`config.mk`:
```
export PLATFORM = sky130hd
export DESIGN_NAME = spv_div
export DESIGN_NICKNAME = d
export VERILOG_FILES = /design/src/design/spv_pkg.sv /design/src/design/spv_div.sv
export SDC_FILE = /design/constraint.sdc
export NUM_CORES = 1
export LEC_CHECK = 0
export BUFFER_PORTS_ARGS = -buffer_cell sky130_fd_sc_hd__buf_2
export CAP_MARGIN = 20
export CORE_MARGIN = 2
export CORE_UTILIZATION = 50
export DETAILED_ROUTE_END_ITERATION = 10
export PLACE_DENSITY = 0.75
export SYNTH_ARGS = -nofsm -noshare
export SYNTH_HDL_FRONTEND = slang
export SYNTH_SLANG_ARGS = --single-unit
```
`constraint.sdc`:
```
create_clock -name clk -period 4.16 [get_ports clk]
set_input_delay 0.624 -clock clk [delete_from_list [all_inputs] [get_ports clk]]
set_output_delay 0.624 -clock clk [all_outputs]
set_load 0.05 [all_outputs]
```
`src/design/spv_pkg.sv`:
```
// Shared types and constants for the sample playback voice.
package spv_pkg;

	// Item payloads
	typedef struct packed {
		logic [2:0]         action;
		logic [15:0]        address;
		logic signed [15:0] sample_word;
		logic [18:0]        rate;
	} in_item_t;

	typedef struct packed {
		logic signed [15:0] sample_out;
		logic               playing;
	} out_item_t;

	// Action codes
	localparam logic [2:0] ACT_TICK    = 3'd0;
	localparam logic [2:0] ACT_WRITE   = 3'd1;
	localparam logic [2:0] ACT_PLAY    = 3'd2;
	localparam logic [2:0] ACT_RELEASE = 3'd3;
	localparam logic [2:0] ACT_STOP    = 3'd4;
	localparam logic [2:0] ACT_PAUSE   = 3'd5;

	// Register indexes
	localparam logic [2:0] CFG_ATTACK_LEN    = 3'd0;
	localparam logic [2:0] CFG_DECAY_LEN     = 3'd1;
	localparam logic [2:0] CFG_SUSTAIN_LEVEL = 3'd2;
	localparam logic [2:0] CFG_RELEASE_LEN   = 3'd3;
	localparam logic [2:0] CFG_LOOP_ENABLE   = 3'd4;
	localparam logic [2:0] CFG_LOOP_START    = 3'd5;
	localparam logic [2:0] CFG_LOOP_LEN      = 3'd6;
	localparam logic [2:0] CFG_SAMPLE_LEN    = 3'd7;

	// Fixed-point constants
	localparam logic [16:0] FULL_Q16 = 17'h10000;
	localparam logic [18:0] RATE_MAX = 19'd262144;
	localparam logic [23:0] MAX24    = 24'hFFFFFF;

	// Divide by 50 as (x * ceil(2^30 / 50)) >> 30, exact for x below 2^24
	localparam logic [24:0] RECIP_50    = 25'd21474837;
	localparam int          RECIP_SHIFT = 30;

	// Datapath widths
	localparam int DIVD_W = 42;
	localparam int DIVS_W = 33;
	localparam int CNT_W  = 6;
	localparam int IDX_W  = 18;
	localparam int ACC_W  = 40;

	typedef enum logic [1:0] {
		RUN_STOPPED = 2'd0,
		RUN_PLAYING = 2'd1,
		RUN_PAUSED  = 2'd2
	} run_t;

	typedef enum logic [1:0] {
		ENV_ATTACK,
		ENV_DECAY,
		ENV_RELEASE
	} env_kind_t;

	typedef enum logic [4:0] {
		ST_IDLE,
		ST_SMOOTH,
		ST_ENV,
		ST_ENV_W,
		ST_WIN,
		ST_WIN_W,
		ST_SEG,
		ST_SL0,
		ST_SL1,
		ST_SL2,
		ST_AVG,
		ST_AVG_W,
		ST_MUL,
		ST_POS,
		ST_POS_W,
		ST_DONE
	} seq_t;

	// Divider request and response
	typedef struct packed {
		logic              start;
		logic [DIVD_W-1:0] dividend;
		logic [DIVS_W-1:0] divisor;
	} div_req_t;

	typedef struct packed {
		logic              done;
		logic [DIVD_W-1:0] quot;
		logic [DIVS_W-1:0] rem;
	} div_rsp_t;

	// Sample store access
	typedef struct packed {
		logic             wr_en;
		logic [15:0]      wr_addr;
		logic [15:0]      wr_data;
		logic             rd_en;
		logic [IDX_W-1:0] rd_idx;
	} mem_req_t;

endpackage

```
`src/design/spv_div.sv`:
```
// Bit-serial restoring divider shared by all divisions of a tick.
module spv_div
	import spv_pkg::*;
(
	input  logic     clk,
	input  logic     arst_n,
	input  div_req_t req,
	output div_rsp_t rsp
);

	logic              busy_q;
	logic              done_q;
	logic [CNT_W-1:0]  cnt_q;
	logic [DIVD_W-1:0] quot_q;
	logic [DIVS_W-1:0] rem_q;
	logic [DIVS_W-1:0] divisor_q;
	logic [DIVS_W:0]   trial;
	logic              ge;

	// One quotient bit per cycle
	assign trial = {rem_q, quot_q[DIVD_W-1]};
	assign ge    = trial >= {1'b0, divisor_q};

	// Control
	always_ff @(posedge clk or negedge arst_n) begin
		if (!arst_n) begin
			busy_q <= 1'b0;
			done_q <= 1'b0;
			cnt_q  <= '0;
		end else begin
			done_q <= 1'b0;
			if (req.start) begin
				busy_q <= 1'b1;
				cnt_q  <= '0;
			end else if (busy_q) begin
				cnt_q <= cnt_q + 1'b1;
				if (cnt_q == CNT_W'(DIVD_W - 1)) begin
					busy_q <= 1'b0;
					done_q <= 1'b1;
				end
			end
		end
	end

	// Datapath
	always_ff @(posedge clk) begin
		if (req.start) begin
			quot_q    <= req.dividend;
			rem_q     <= '0;
			divisor_q <= req.divisor;
		end else if (busy_q) begin
			rem_q  <= ge ? DIVS_W'(trial - {1'b0, divisor_q}) : trial[DIVS_W-1:0];
			quot_q <= {quot_q[DIVD_W-2:0], ge};
		end
	end

	assign rsp.done = done_q;
	assign rsp.quot = quot_q;
	assign rsp.rem  = rem_q;

endmodule

```
Word-level counts from Yosys, hierarchy flattened --
Cells that the tools add are included.
Word-level totals: register bits 116, input bits 78, output and inout bits 76, word-level logic and storage cells 22
Operators by class: $add $sub $neg 2, $lt $le $gt $ge 1, equality and inequality tests 1, multiplexer cells 11, reductions and logical operators 1
Operator list (number):
- 42-bit 2-to-1 mux | 2
- 34-bit by 33-bit >= comparator with 1-bit output | 1
- 33-bit 2-to-1 mux | 1
- 33-bit subtractor | 1
- 6-bit 2-to-1 mux | 2
- 6-bit by 1-bit adder with 6-bit output, second input constant | 1
- 6-bit == test, second input constant | 1
- 1-bit 2-to-1 mux | 6
- 2-bit nonzero test | 1

Longest topological paths before layout --
Gate-level depths: netlist of run 1.
depth after elaboration 4, depth in mapped cells 14

Worst setup path after synthesis of run 1 --
No wires, ideal clock.
path type reg2reg, start reg quot_q[41], end reg quot_q[0] (data pin), arrival 3212 ps, data required time 3900 ps, slack 688 ps, cell stages (with the launch flop) 13, buffers on the path 1, clock period less this slack 3472 ps, path through edfxtp_1 > inv_1 > ha_1 > inv_1 > fa_1 > a21o_1 > a221o_1 > o2bb2ai_1 > o311a_1 > o31ai_1 > nand2_1 > clkbuf_1 > mux2_2
On the way: word-level cells in the longest chain between the ends 3
Ends and longest elaborated chain:
- start, declared | RTL line spv_div.sv:14 | logic [DIVD_W-1:0] quot_q;
- start signal, assigned | RTL line spv_div.sv:48 | quot_q <= req.dividend;
- start signal, assigned | RTL line spv_div.sv:53 | quot_q <= {quot_q[DIVD_W-2:0], ge};
- 34-bit by 33-bit >= comparator with 1-bit output | RTL line spv_div.sv:22 | assign ge = trial >= {1'b0, divisor_q};
- 42-bit 2-to-1 mux | RTL line spv_div.sv:51 | end else if (busy_q) begin
- 42-bit 2-to-1 mux | RTL line spv_div.sv:47 | if (req.start) begin
No other way between the ends. The select of a mux whose other input is x is not followed. A chain may end at the register's enable or synchronous reset.

Final worst setup path of run 1 --
start reg quot_q[41], end reg rem_q[17]
On the way: word-level cells in the longest chain between the ends 2
Ends and longest elaborated chain:
- 33-bit subtractor or 34-bit by 33-bit >= comparator with 1-bit output (tied branches) | RTL line spv_div.sv:52, spv_div.sv:22
- 33-bit 2-to-1 mux * | RTL line spv_div.sv:52 | rem_q <= ge ? DIVS_W'(trial - {1'b0, divisor_q}) : trial[DIVS_W-1:0];
- end signal, assigned | RTL line spv_div.sv:52
- end, declared | RTL line spv_div.sv:15 | logic [DIVS_W-1:0] rem_q;
Every way passes the cells marked *; elsewhere a longest branch is shown, timed or not.

==> results_tabular.tex, run 1 <==
\begin{tabular}{lr}
\hline
Metric & Value \\
\hline
\multicolumn{2}{l}{\textbf{Setup path}} \\
\quad Arrival time of the worst setup path & 3.98 ns \\
\quad WP data required & 4.51 ns \\
\quad Type of the worst setup path & reg2reg \\
\quad Startpoint type of the worst setup path & flop \\
\quad Standard cell with the maximum stage delay on the critical path & sky130\_fd\_sc\_hd\_\_fa\_1 \\
\quad CP endpoint kind & flop \\
\quad Slowest Stage Delay on Critical Path & 0.41 ns \\
\quad Most used cell, CP & sky130\_fd\_sc\_hd\_\_inv\_1 \\
\quad Cells traversed along the worst timing path & inv\_1 -> ha\_1 -> inv\_1 -> fa\_1 -> a21o\_1 -> a221o\_1 -> o2bb2ai\_1 -> o311a\_1 -> o31ai\_1 -> nand2\_1 -> buf\_4 -> a211o\_1 -> a21oi\_1 \\
\quad Crit Path Max Fanout & 21 \\
\multicolumn{2}{l}{\textbf{Clocking}} \\
\quad Clock-pin slew of the registers on the worst-case setup and hold paths & 0.06 ns \\
\quad Post-CTS setup repair buffer count & 0 \\
\quad Maximum number of buffers from clock root to sink & 2 \\
\quad CTS tree & built \\
\quad Clock latency reported for the late side of the worst-skew pair & 0.43 ns \\
\quad Total of cells resized after clock tree synthesis & 0 \\
\quad Root buffer cell & sky130\_fd\_sc\_hd\_\_clkbuf\_16 \\
\quad H-tree depth & 4 \\
\quad TritonCTS Sinks & 116 \\
\quad Total clock buffers created by CTS & 17 \\
\quad Post-cts hold buffer count & 0 \\
\multicolumn{2}{l}{\textbf{Placement}} \\
\quad Placed wire-length estimate after detailed placement & 11400 um \\
\quad Last weighted congestion value of the routability-driven placer & 0.891 \\
\quad \# port buffers & 153 \\
\multicolumn{2}{l}{\textbf{Drt}} \\
\quad Total wire length & 16000 um \\
\quad Number of optimization iterations in the first detailed-route pass & 5 \\
\quad Max layer used & met4 \\
\quad Wire length per cell after detailed routing & 16.7 um \\
\quad Wire length on met1 & 6660 um \\
\quad Met2 WL post-DR & 7820 um \\
\quad Wire length on met3 & 1150 um \\
\quad Antenna viol nets, final & 0 \\
\quad Number of DRC markers after the initial detailed-route iteration & 430 \\
\quad Vias per cell & 5.71 \\
\quad Number of remaining DRC errors & 0 \\
\quad Vias after detailed routing & 5483 \\
\multicolumn{2}{l}{\textbf{STA}} \\
\quad Minimum clock period & 3.62 ns \\
\quad F\_max & 276 MHz \\
\quad Share of the clock period used by the worst path & 87.1\% \\
\quad Max\_slew headroom & 32.4\% \\
\quad Number of endpoints failing setup at the final stage & 0 \\
\quad Post-route setup TNS & 0 ns \\
\quad Min Hold Slack & 0.0260 ns \\
\quad Max Slew Vio Count & 0 \\
\quad Worst clock skew & 0.00946 ns \\
\quad Slew of the pin with the lowest slew margin & 1.01 ns \\
\quad Final hold violation count & 0 \\
\quad Unrepaired setup endpoints after global routing & false \\
\multicolumn{2}{l}{\textbf{Synthesis}} \\
\quad Post-synth ARST share & 6.90\% \\
\quad Post-synth EDFFs & 75 \\
\quad Most frequent cells after synthesis & sky130\_fd\_sc\_hd\_\_edfxtp\_1 (75), sky130\_fd\_sc\_hd\_\_nand2\_1 (72), sky130\_fd\_sc\_hd\_\_nor2\_1 (50) \\
\quad Area of the mapped netlist & 6490 sq um \\
\quad Most frequently used cell type in the post-synthesis netlist & sky130\_fd\_sc\_hd\_\_edfxtp\_1 \\
\quad Top cell type by total area after synthesis & sky130\_fd\_sc\_hd\_\_edfxtp\_1 \\
\quad Cell types occupying the most area after synthesis & sky130\_fd\_sc\_hd\_\_edfxtp\_1 (35\%), sky130\_fd\_sc\_hd\_\_dfxtp\_1 (10\%), sky130\_fd\_sc\_hd\_\_mux2\_2 (7.5\%), sky130\_fd\_sc\_hd\_\_ha\_1 (6.7\%), sky130\_fd\_sc\_hd\_\_nand2\_1 (4.2\%) \\
\quad Dominant register cell in the synthesized netlist & sky130\_fd\_sc\_hd\_\_edfxtp\_1 \\
\quad Mapped Nets & 741 \\
\quad Portion of the post-synthesis area used by sequential elements & 47.9\% \\
\quad Synthesized instance count & 627 \\
\quad Number of distinct library cell variants in the gate-level netlist after synthesis & 60 \\
\quad Post-synth top area share & 34.7\% \\
\quad Number of synthesized register bits & 116 \\
\quad Avg Synthesized Cell Area & 10.4 sq um \\
\quad Count of warnings emitted by yosys & 0 \\
\multicolumn{2}{l}{\textbf{Power and ir drop}} \\
\quad Peak VDD IR & 0.469 mV \\
\quad Pwr Density & 744 nW/um\^{}2 \\
\quad Standby leakage power & 3.61 nW \\
\multicolumn{2}{l}{\textbf{Layout}} \\
\quad Fraction of final layout cells sized beyond drive strength 1 & 30.6\% \\
\quad Area grow syn2layout & 22.9\% \\
\quad Final \#Nets & 889 \\
\quad Diode count & 0 \\
\multicolumn{2}{l}{\textbf{Job}} \\
\quad Max capacitance violation total & 0 \\
\multicolumn{2}{l}{\textbf{GRT}} \\
\quad Wire length of the first global-routing pass & 26100 um \\
\quad Global Route Usage Sum & 23.6\% \\
\quad Pin count of the biggest net entering global routing & 44 \\
\quad Number of global-route vias before repair & 5519 \\
\quad Overflow left after global routing & 0 \\
\quad Number of antenna violations at the first check in global routing & 0 \\
\multicolumn{2}{l}{\textbf{Floorplan}} \\
\quad Die outline height & 118 um \\
\quad Placeable Area & 12700 sq um \\
\quad Die area & 13900 sq um \\
\quad Std-Cell Rows & 41 \\
\quad Die boundary width & 118 um \\
\quad Effective utilization at floorplan & 51.2\% \\
\quad Number of top-level pins & 154 \\
\multicolumn{2}{l}{\textbf{Hold path}} \\
\quad Hold/Removal Path Class & in2async \\
\multicolumn{2}{l}{\textbf{Outcome}} \\
\quad Status & finished clean \\
\hline
\end{tabular}
-- flip-flops by register name (all words and copies together), names as in the netlist --
| name | flops |
|---|---|
| quot_q | 42 |
| divisor_q | 33 |
| rem_q | 33 |
| cnt_q | 6 |
| busy_q | 1 |
| done_q | 1 |
-- per-layer routing --
layer	track usage (%)	vias to the layer above
li1	-	2640
met1	28.8	2593
met3	6.88	37
met2	38.3	213
met4	11.4	0
met5	0	-
-- power by group --
part	internal, mW	switching [mW]	total (mW)
logic	0.920	1.87	2.79
registers	1.46	0.205	1.67
clock network	0.896	0.581	1.48
-- area by class of cell --
cell class	count	area [sq um]
Tap cell	172	215
Clock inverter	15	168
Clock buffer	17	425
Timing Repair Buffer	159	813
Inverter	44	165
Multi-Input combinational cell	437	3080
Fill cell	1068	4690
Sequential cell	116	3110
-- placed cells by master, fill, tap and decap left out, types with 11 or more instances in the layout --
cell	instances
sky130_fd_sc_hd__dfxtp_1	33
sky130_fd_sc_hd__nor2_1	50
sky130_fd_sc_hd__a21o_1	16
sky130_fd_sc_hd__a311oi_1	22
sky130_fd_sc_hd__buf_2	152
sky130_fd_sc_hd__xnor2_1	11
sky130_fd_sc_hd__o21ai_0	17
sky130_fd_sc_hd__edfxtp_1	75
sky130_fd_sc_hd__nand2_1	72
sky130_fd_sc_hd__ha_1	35
sky130_fd_sc_hd__a21oi_1	35
sky130_fd_sc_hd__mux2_2	43
sky130_fd_sc_hd__inv_1	44
sky130_fd_sc_hd__nand3_1	12
sky130_fd_sc_hd__clkbuf_16	17
-- worst paths after layout --
check | start | slack (ns) | cells after the start | endpoint
max | quot_q[41]$_DFFE_PP_ | 0.54 | 13 | rem_q[17]$_SDFFE_PP0P_
min | arst_n | 0.03 | 1 | cnt_q[5]$_DFFE_PN0P_
max reg2reg | quot_q[41]$_DFFE_PP_ | 0.54 | 13 | rem_q[17]$_SDFFE_PP0P_
min reg2reg | rem_q[9]$_SDFFE_PP0P_ | 0.51 | 2 | rem_q[10]$_SDFFE_PP0P_
max in group asynchronous | arst_n | 3.95 | 1 | busy_q$_DFF_PN0_
min in group clk | req[22] | 0.37 | 1 | divisor_q[22]$_DFFE_PP_
-- cells by family after synthesis --
| logic type | after synthesis | share of synthesized area [%] |
|---|---|---|
| adder cells (fa/ha/maj) | 36 | 7.05 |
| AND/OR/NAND/NOR | 184 | 13.0 |
| flip-flops | 116 | 47.9 |
| multiplexers | 43 | 7.46 |
| AO/OA/AOI/OAI | 153 | 17.0 |
| buffers and inverters | 74 | 4.68 |
| XOR/XNOR | 21 | 2.83 |
-- stage by stage --
step | total power, mW | worst slack, ns | util (%) | instance area (sq um) | std cells
floorplan | 3.82 | 0.688 | - | 6490 | 627
global placement | 4.35 | 0.687 | 58.3 | 7380 | 928
detailed placement | 4.43 | 0.574 | 58.3 | 7380 | 928
finish | 5.93 | 0.536 | 63.0 | 7980 | 960
CTS | 5.94 | 0.541 | 63.0 | 7980 | 960
global route | 6.27 | 0.184 | 63.0 | 7980 | 960
-- worst max-delay path: cells and delay by family (launching register included) --
kind                     cells  cell delay (ns)
adder cells (fa/ha/maj)      2             0.56
AO/OA/AOI/OAI                7             1.82
buffers and inverters        3             0.46
AND/OR/NAND/NOR              1             0.31
flip-flops                   1             0.40
Note: power is estimated with default switching activity, not from simulation.
==> run 2, diff against run 1 <==
CELL_PAD_IN_SITES_DETAIL_PLACEMENT = 0   (was unset)
CELL_PAD_IN_SITES_GLOBAL_PLACEMENT = 1   (was unset)
CORE_UTILIZATION = 42   (was 50)
PLACE_DENSITY = unset   (was 0.75)
PLACE_DENSITY_LB_ADDON = 0.1   (was unset)
==> results_tabular.tex, run 2 (synthesis gave the netlist of run 1 again) <==
\begin{tabular}{lr}
\hline
Metric & Value \\
\hline
\multicolumn{2}{l}{\textbf{Outcome}} \\
\quad Status & finished clean \\
\multicolumn{2}{l}{\textbf{Setup path}} \\
\quad Reg-to-Reg Start & quot\_q[41]\$\_DFFE\_PP\_ \\
\quad WP data required & 4.47 ns \\
\quad Reg-to-reg slack, setup & 0.61 ns \\
\quad Worst reg2reg path endpoint & rem\_q[20]\$\_SDFFE\_PP0P\_ \\
\quad Slowest Stage Delay on Critical Path & 0.40 ns \\
\quad Cells traversed along the worst timing path & inv\_1 -> ha\_1 -> inv\_1 -> fa\_1 -> a21o\_1 -> a221o\_1 -> o2bb2ai\_1 -> o311a\_1 -> o31a\_1 -> nor2\_4 -> buf\_4 -> nand2\_1 -> a311oi\_1 \\
\quad Type of the worst setup path & reg2reg \\
\quad Critical path startpoint & quot\_q[41]\$\_DFFE\_PP\_ \\
\quad Crit Path Max Fanout & 30 \\
\quad Worst reg2reg path depth & 13 \\
\quad Most used cell, CP & sky130\_fd\_sc\_hd\_\_inv\_1 \\
\quad WP buf/inv & 3 \\
\quad Standard cell with the maximum stage delay on the critical path & sky130\_fd\_sc\_hd\_\_edfxtp\_1 \\
\quad Crit path depth & 13 \\
\quad Arrival time of the worst setup path & 3.86 ns \\
\quad Cell type group with the largest total delay on the critical path & compound AO/OA/AOI/OAI gates \\
\quad Startpoint type of the worst setup path & flop \\
\quad CP endpoint kind & flop \\
\multicolumn{2}{l}{\textbf{Floorplan}} \\
\quad Die outline height & 128 um \\
\quad Die area & 16500 sq um \\
\quad Std-Cell Rows & 45 \\
\quad Number of top-level pins & 154 \\
\quad Effective utilization at floorplan & 42.9\% \\
\quad Placeable Area & 15100 sq um \\
\quad Die boundary width & 128 um \\
\multicolumn{2}{l}{\textbf{Clocking}} \\
\quad Total clock buffers created by CTS & 17 \\
\quad Maximum number of buffers from clock root to sink & 2 \\
\quad Post-CTS setup repair buffer count & 0 \\
\quad H-tree depth & 4 \\
\quad Clock-pin slew of the registers on the worst-case setup and hold paths & 0.06 ns \\
\quad Root buffer cell & sky130\_fd\_sc\_hd\_\_clkbuf\_16 \\
\quad CTS tree & built \\
\quad Total of cells resized after clock tree synthesis & 0 \\
\quad Post-cts hold buffer count & 0 \\
\quad TritonCTS Sinks & 116 \\
\quad Clock latency reported for the late side of the worst-skew pair & 0.42 ns \\
\multicolumn{2}{l}{\textbf{Layout}} \\
\quad Final core utilization & 53.2\% \\
\quad Final \#Nets & 890 \\
\quad Area grow syn2layout & 24.0\% \\
\quad Diode count & 0 \\
\quad Registers with the most flip-flops & quot\_q x42, divisor\_q x33, rem\_q x33 \\
\quad Number of non-filler instances in the completed layout & 977 \\
\quad Area used by sequential logic in the layout & 3110 sq um \\
\quad Leading cell type in the layout, fill and taps excluded & sky130\_fd\_sc\_hd\_\_buf\_2 \\
\quad Fraction of final layout cells sized beyond drive strength 1 & 30.4\% \\
\quad Register containing the most flip-flops in the final layout & quot\_q \\
\quad Largest register FFs & 42 \\
\quad Number of fillers in the final layout & 1403 \\
\quad Most frequent cells in the layout & sky130\_fd\_sc\_hd\_\_buf\_2 (152), sky130\_fd\_sc\_hd\_\_edfxtp\_1 (75), sky130\_fd\_sc\_hd\_\_nand2\_1 (72) \\
\quad Multi-input logic area & 3080 sq um \\
\multicolumn{2}{l}{\textbf{Placement}} \\
\quad Last weighted congestion value of the routability-driven placer & 0.820 \\
\quad Placed wire-length estimate after detailed placement & 11600 um \\
\quad \# port buffers & 153 \\
\quad \# placed instances & 945 \\
\quad Worst setup slack after placement & 0.612 ns \\
\multicolumn{2}{l}{\textbf{Power and ir drop}} \\
\quad Standby leakage power & 3.63 nW \\
\quad Pwr Density & 746 nW/um\^{}2 \\
\quad Final total power & 6.01 mW \\
\quad Peak VDD IR & 0.322 mV \\
\multicolumn{2}{l}{\textbf{STA}} \\
\quad Worst clock skew & 0.0124 ns \\
\quad Minimum clock period & 3.55 ns \\
\quad Post-route setup TNS & 0 ns \\
\quad Final worst-path setup slack & 0.606 ns \\
\quad Final hold violation count & 0 \\
\quad Max Slew Vio Count & 0 \\
\quad Number of endpoints failing setup at the final stage & 0 \\
\quad Share of the clock period used by the worst path & 85.4\% \\
\quad Max\_slew headroom & 33.0\% \\
\quad Slew of the pin with the lowest slew margin & 1.01 ns \\
\quad Unrepaired setup endpoints after global routing & false \\
\quad F\_max & 281 MHz \\
\multicolumn{2}{l}{\textbf{GRT}} \\
\quad Pin count of the biggest net entering global routing & 49 \\
\quad Number of antenna violations at the first check in global routing & 0 \\
\quad Wire length of the first global-routing pass & 25800 um \\
\quad Overflow left after global routing & 0 \\
\quad Number of global-route vias before repair & 5230 \\
\quad Global Route Usage Sum & 19.7\% \\
\multicolumn{2}{l}{\textbf{Drt}} \\
\quad Number of optimization iterations in the first detailed-route pass & 4 \\
\quad Antenna viol nets, final & 0 \\
\quad Total wire length & 15900 um \\
\quad Wire length per cell after detailed routing & 16.2 um \\
\quad Number of DRC markers after the initial detailed-route iteration & 347 \\
\quad Vias per cell & 5.47 \\
\quad Number of remaining DRC errors & 0 \\
\quad Vias after detailed routing & 5347 \\
\multicolumn{2}{l}{\textbf{Job}} \\
\quad Max capacitance violation total & 0 \\
\multicolumn{2}{l}{\textbf{Hold path}} \\
\quad Hold/Removal Path Class & in2async \\
\hline
\end{tabular}
run 2: cell count changes in the layout (fill, tap and decap cells not counted):
cell | before | now
sky130_fd_sc_hd__clkinv_4 | 2 | 5
sky130_fd_sc_hd__buf_4 | 7 | 8
sky130_fd_sc_hd__bufinv_16 | 2 | 4
sky130_fd_sc_hd__clkinv_2 | 2 | 0
sky130_fd_sc_hd__clkinvlp_4 | 1 | 2
sky130_fd_sc_hd__clkbuf_1 | 0 | 2
sky130_fd_sc_hd__inv_8 | 1 | 0
sky130_fd_sc_hd__clkbuf_8 | 0 | 2
sky130_fd_sc_hd__inv_6 | 7 | 0
run 2: stage by stage:
step	instance area, sq um	hold slack [ns]
6_report	8050	0.0494
5_1_grt	8050	0.0444
4_1_cts	8050	0.0365
3_5_place_dp	7410	0.485
3_3_place_gp	7410	0.475
2_1_floorplan	6490	0.328
run 2: cell type report:
cell class	count	area share [%]
clock buffer	21	5.72
clock inverter	11	2.22
inverter	44	2.05
multi-input combinational	437	38.2
sequential	116	38.7
tap	188	2.92
timing repair buffer	160	10.2
run 2: how the worst max path moves through the flow:
| stage | endpoint | slack (ns) |
|---|---|---|
| 2_1_floorplan | quot_q[0]$_DFFE_PP_ | 0.69 |
| 6_report | rem_q[20]$_SDFFE_PP0P_ | 0.61 |
| 3_5_place_dp | rem_q[20]$_SDFFE_PP0P_ | 0.61 |
| 3_3_place_gp | rem_q[9]$_SDFFE_PP0P_ | 0.70 |
| 5_1_grt | rem_q[20]$_SDFFE_PP0P_ | 0.32 |
| 4_1_cts | rem_q[20]$_SDFFE_PP0P_ | 0.58 |
run 2: metal layers:
layer / global-route usage [%] / wire (um) / vias up
li1: - / - / 2630
met1: 24.8 / 7080 / 2565
met2: 31.8 / 7420 / 137
met3: 7.53 / 1190 / 15
met4: 5.75 / 181 / 0
met5: 0 / 0 / -
run 2: power by group:
part	internal [mW]	switching [mW]	total (mW)
Sequential	1.46	0.206	1.67
Clock	1.04	0.537	1.57
Combinational	0.928	1.83	2.76
Total	3.43	2.58	6.01
==> run 3, diff against run 2 <==
CORE_UTILIZATION = 45   (was 42)
GPL_ROUTABILITY_DRIVEN = 0   (was unset)
clock period = 4.3 ns   (was 4.16 ns; I/O delays follow)
==> results_tabular.tex, run 3 (synthesis gave the netlist of run 1 again) <==
\begin{tabular}{lr}
\hline
Metric & Value \\
\hline
\multicolumn{2}{l}{\textbf{Clocking}} \\
\quad Post-CTS setup repair buffer count & 0 \\
\quad H-tree depth & 4 \\
\quad Total clock buffers created by CTS & 17 \\
\quad Post-cts hold buffer count & 0 \\
\quad Clock-pin slew of the registers on the worst-case setup and hold paths & 0.06 ns \\
\quad TritonCTS Sinks & 116 \\
\quad Total of cells resized after clock tree synthesis & 0 \\
\quad Clock latency reported for the late side of the worst-skew pair & 0.42 ns \\
\quad Maximum number of buffers from clock root to sink & 2 \\
\quad CTS tree & built \\
\quad Root buffer cell & sky130\_fd\_sc\_hd\_\_clkbuf\_16 \\
\multicolumn{2}{l}{\textbf{Setup path}} \\
\quad Most used cell, CP & sky130\_fd\_sc\_hd\_\_inv\_1 \\
\quad Arrival time of the worst setup path & 3.93 ns \\
\quad Worst reg2reg path depth & 13 \\
\quad Crit Path Max Fanout & 16 \\
\quad CP endpoint kind & flop \\
\quad Slowest Stage Delay on Critical Path & 0.41 ns \\
\quad Startpoint type of the worst setup path & flop \\
\quad Worst reg2reg path endpoint & rem\_q[12]\$\_SDFFE\_PP0P\_ \\
\quad Reg-to-Reg Start & quot\_q[41]\$\_DFFE\_PP\_ \\
\quad WP data required & 4.61 ns \\
\quad Type of the worst setup path & reg2reg \\
\quad Reg-to-reg slack, setup & 0.68 ns \\
\quad Cells traversed along the worst timing path & inv\_1 -> ha\_1 -> inv\_1 -> fa\_1 -> a21o\_1 -> a221o\_1 -> o2bb2ai\_1 -> o311a\_1 -> o31a\_1 -> nor2\_4 -> buf\_12 -> nand2\_1 -> a311oi\_1 \\
\quad Standard cell with the maximum stage delay on the critical path & sky130\_fd\_sc\_hd\_\_edfxtp\_1 \\
\multicolumn{2}{l}{\textbf{STA}} \\
\quad Max\_slew headroom & 30.8\% \\
\quad Worst clock skew & 0.0129 ns \\
\quad Final hold violation count & 0 \\
\quad Post-route setup TNS & 0 ns \\
\quad Share of the clock period used by the worst path & 84.3\% \\
\quad Max Slew Vio Count & 0 \\
\quad Minimum clock period & 3.62 ns \\
\quad Number of endpoints failing setup at the final stage & 0 \\
\quad Slew of the pin with the lowest slew margin & 1.04 ns \\
\quad Unrepaired setup endpoints after global routing & false \\
\quad F\_max & 276 MHz \\
\multicolumn{2}{l}{\textbf{Drt}} \\
\quad Total wire length & 16100 um \\
\quad Number of remaining DRC errors & 0 \\
\quad Wire length per cell after detailed routing & 16.7 um \\
\quad Vias per cell & 5.58 \\
\quad Antenna viol nets, final & 0 \\
\quad Number of optimization iterations in the first detailed-route pass & 5 \\
\quad Number of DRC markers after the initial detailed-route iteration & 287 \\
\quad Vias after detailed routing & 5411 \\
\multicolumn{2}{l}{\textbf{Power and ir drop}} \\
\quad Final total power & 5.66 mW \\
\quad Pwr Density & 709 nW/um\^{}2 \\
\quad Peak VDD IR & 0.400 mV \\
\quad Standby leakage power & 3.59 nW \\
\multicolumn{2}{l}{\textbf{Layout}} \\
\quad Multi-input logic area & 3080 sq um \\
\quad Final \#Nets & 890 \\
\quad Area grow syn2layout & 22.8\% \\
\quad Number of fillers in the final layout & 1284 \\
\quad Leading cell type in the layout, fill and taps excluded & sky130\_fd\_sc\_hd\_\_buf\_2 \\
\quad Diode count & 0 \\
\quad Final std cell area, no fill & 7970 sq um \\
\quad Largest register FFs & 42 \\
\quad Register containing the most flip-flops in the final layout & quot\_q \\
\quad Registers with the most flip-flops & quot\_q x42, divisor\_q x33, rem\_q x33 \\
\quad Area used by sequential logic in the layout & 3110 sq um \\
\quad Fraction of final layout cells sized beyond drive strength 1 & 30.4\% \\
\quad Most frequent cells in the layout & sky130\_fd\_sc\_hd\_\_buf\_2 (152), sky130\_fd\_sc\_hd\_\_edfxtp\_1 (75), sky130\_fd\_sc\_hd\_\_nand2\_1 (72) \\
\multicolumn{2}{l}{\textbf{GRT}} \\
\quad Wire length of the first global-routing pass & 26000 um \\
\quad Global Route Usage Sum & 22.1\% \\
\quad Number of global-route vias before repair & 5329 \\
\quad Number of antenna violations at the first check in global routing & 0 \\
\quad Overflow left after global routing & 0 \\
\quad Pin count of the biggest net entering global routing & 44 \\
\multicolumn{2}{l}{\textbf{Floorplan}} \\
\quad Die area & 15400 sq um \\
\quad Number of top-level pins & 154 \\
\quad Die boundary width & 124 um \\
\quad Std-Cell Rows & 43 \\
\quad Placeable Area & 14000 sq um \\
\quad Die outline height & 124 um \\
\quad Effective utilization at floorplan & 46.4\% \\
\multicolumn{2}{l}{\textbf{Placement}} \\
\quad Placed wire-length estimate after detailed placement & 11800 um \\
\quad Cell Area, Placed & 7410 sq um \\
\quad \# port buffers & 153 \\
\multicolumn{2}{l}{\textbf{Job}} \\
\quad Max capacitance violation total & 0 \\
\multicolumn{2}{l}{\textbf{Hold path}} \\
\quad Hold/Removal Path Class & in2async \\
\multicolumn{2}{l}{\textbf{Outcome}} \\
\quad Status & finished clean \\
\hline
\end{tabular}
-- run 3: per-stage QoR --
stage                     util [%]  std cells  hold WS [ns]  setup slack, ns
after detailed placement      53.0        937         0.497            0.640
after floorplan                  -        627         0.349            0.828
after global routing          57.0        969        0.0652            0.423
after global placement        53.0        937         0.498            0.726
after CTS                     57.0        969        0.0514            0.614
final                         57.0        969        0.0647            0.675
-- run 3: power breakdown --
part	switching, mW	total, mW	internal [mW]
Clock	0.543	1.34	0.796
Combinational	1.78	2.70	0.919
Sequential	0.201	1.62	1.42
-- run 3: worst max-delay path, delay by kind of cell (launching register included) --
| kind | cells | cell delay (ns) |
|---|---|---|
| flops | 1 | 0.41 |
| simple gates | 2 | 0.44 |
| compound gates | 6 | 1.76 |
| buf+inv | 3 | 0.35 |
| fa+ha+maj | 2 | 0.56 |
-- run 3: routing by layer --
layer,part of all wire [%],vias to the layer above,GRT usage (%)
li1,-,2637,-
met1,44,2594,27.6
met2,47,161,34.9
met3,8.1,19,8.61
met4,1.5,0,7.65
met5,0,-,0
-- run 3: worst max path at each step --
stage	endpoint	from	slack (ns)
3_3_place_gp	rem_q[9]$_SDFFE_PP0P_	quot_q[41]$_DFFE_PP_	0.73
6_report	rem_q[12]$_SDFFE_PP0P_	quot_q[41]$_DFFE_PP_	0.68
3_5_place_dp	rem_q[12]$_SDFFE_PP0P_	quot_q[41]$_DFFE_PP_	0.64
4_1_cts	rem_q[12]$_SDFFE_PP0P_	quot_q[41]$_DFFE_PP_	0.61
2_1_floorplan	quot_q[0]$_DFFE_PP_	quot_q[41]$_DFFE_PP_	0.83
5_1_grt	rem_q[9]$_SDFFE_PP0P_	quot_q[41]$_DFFE_PP_	0.42
-- run 3: cell type report --
class	count	share of cell area [%]
flip-flops and latches	116	39.1
multi-input cells	437	38.6
repair buffers	160	10.5
clock buffers	17	5.34
well taps	180	2.83
inverters	44	2.07
clock inverters	15	1.65
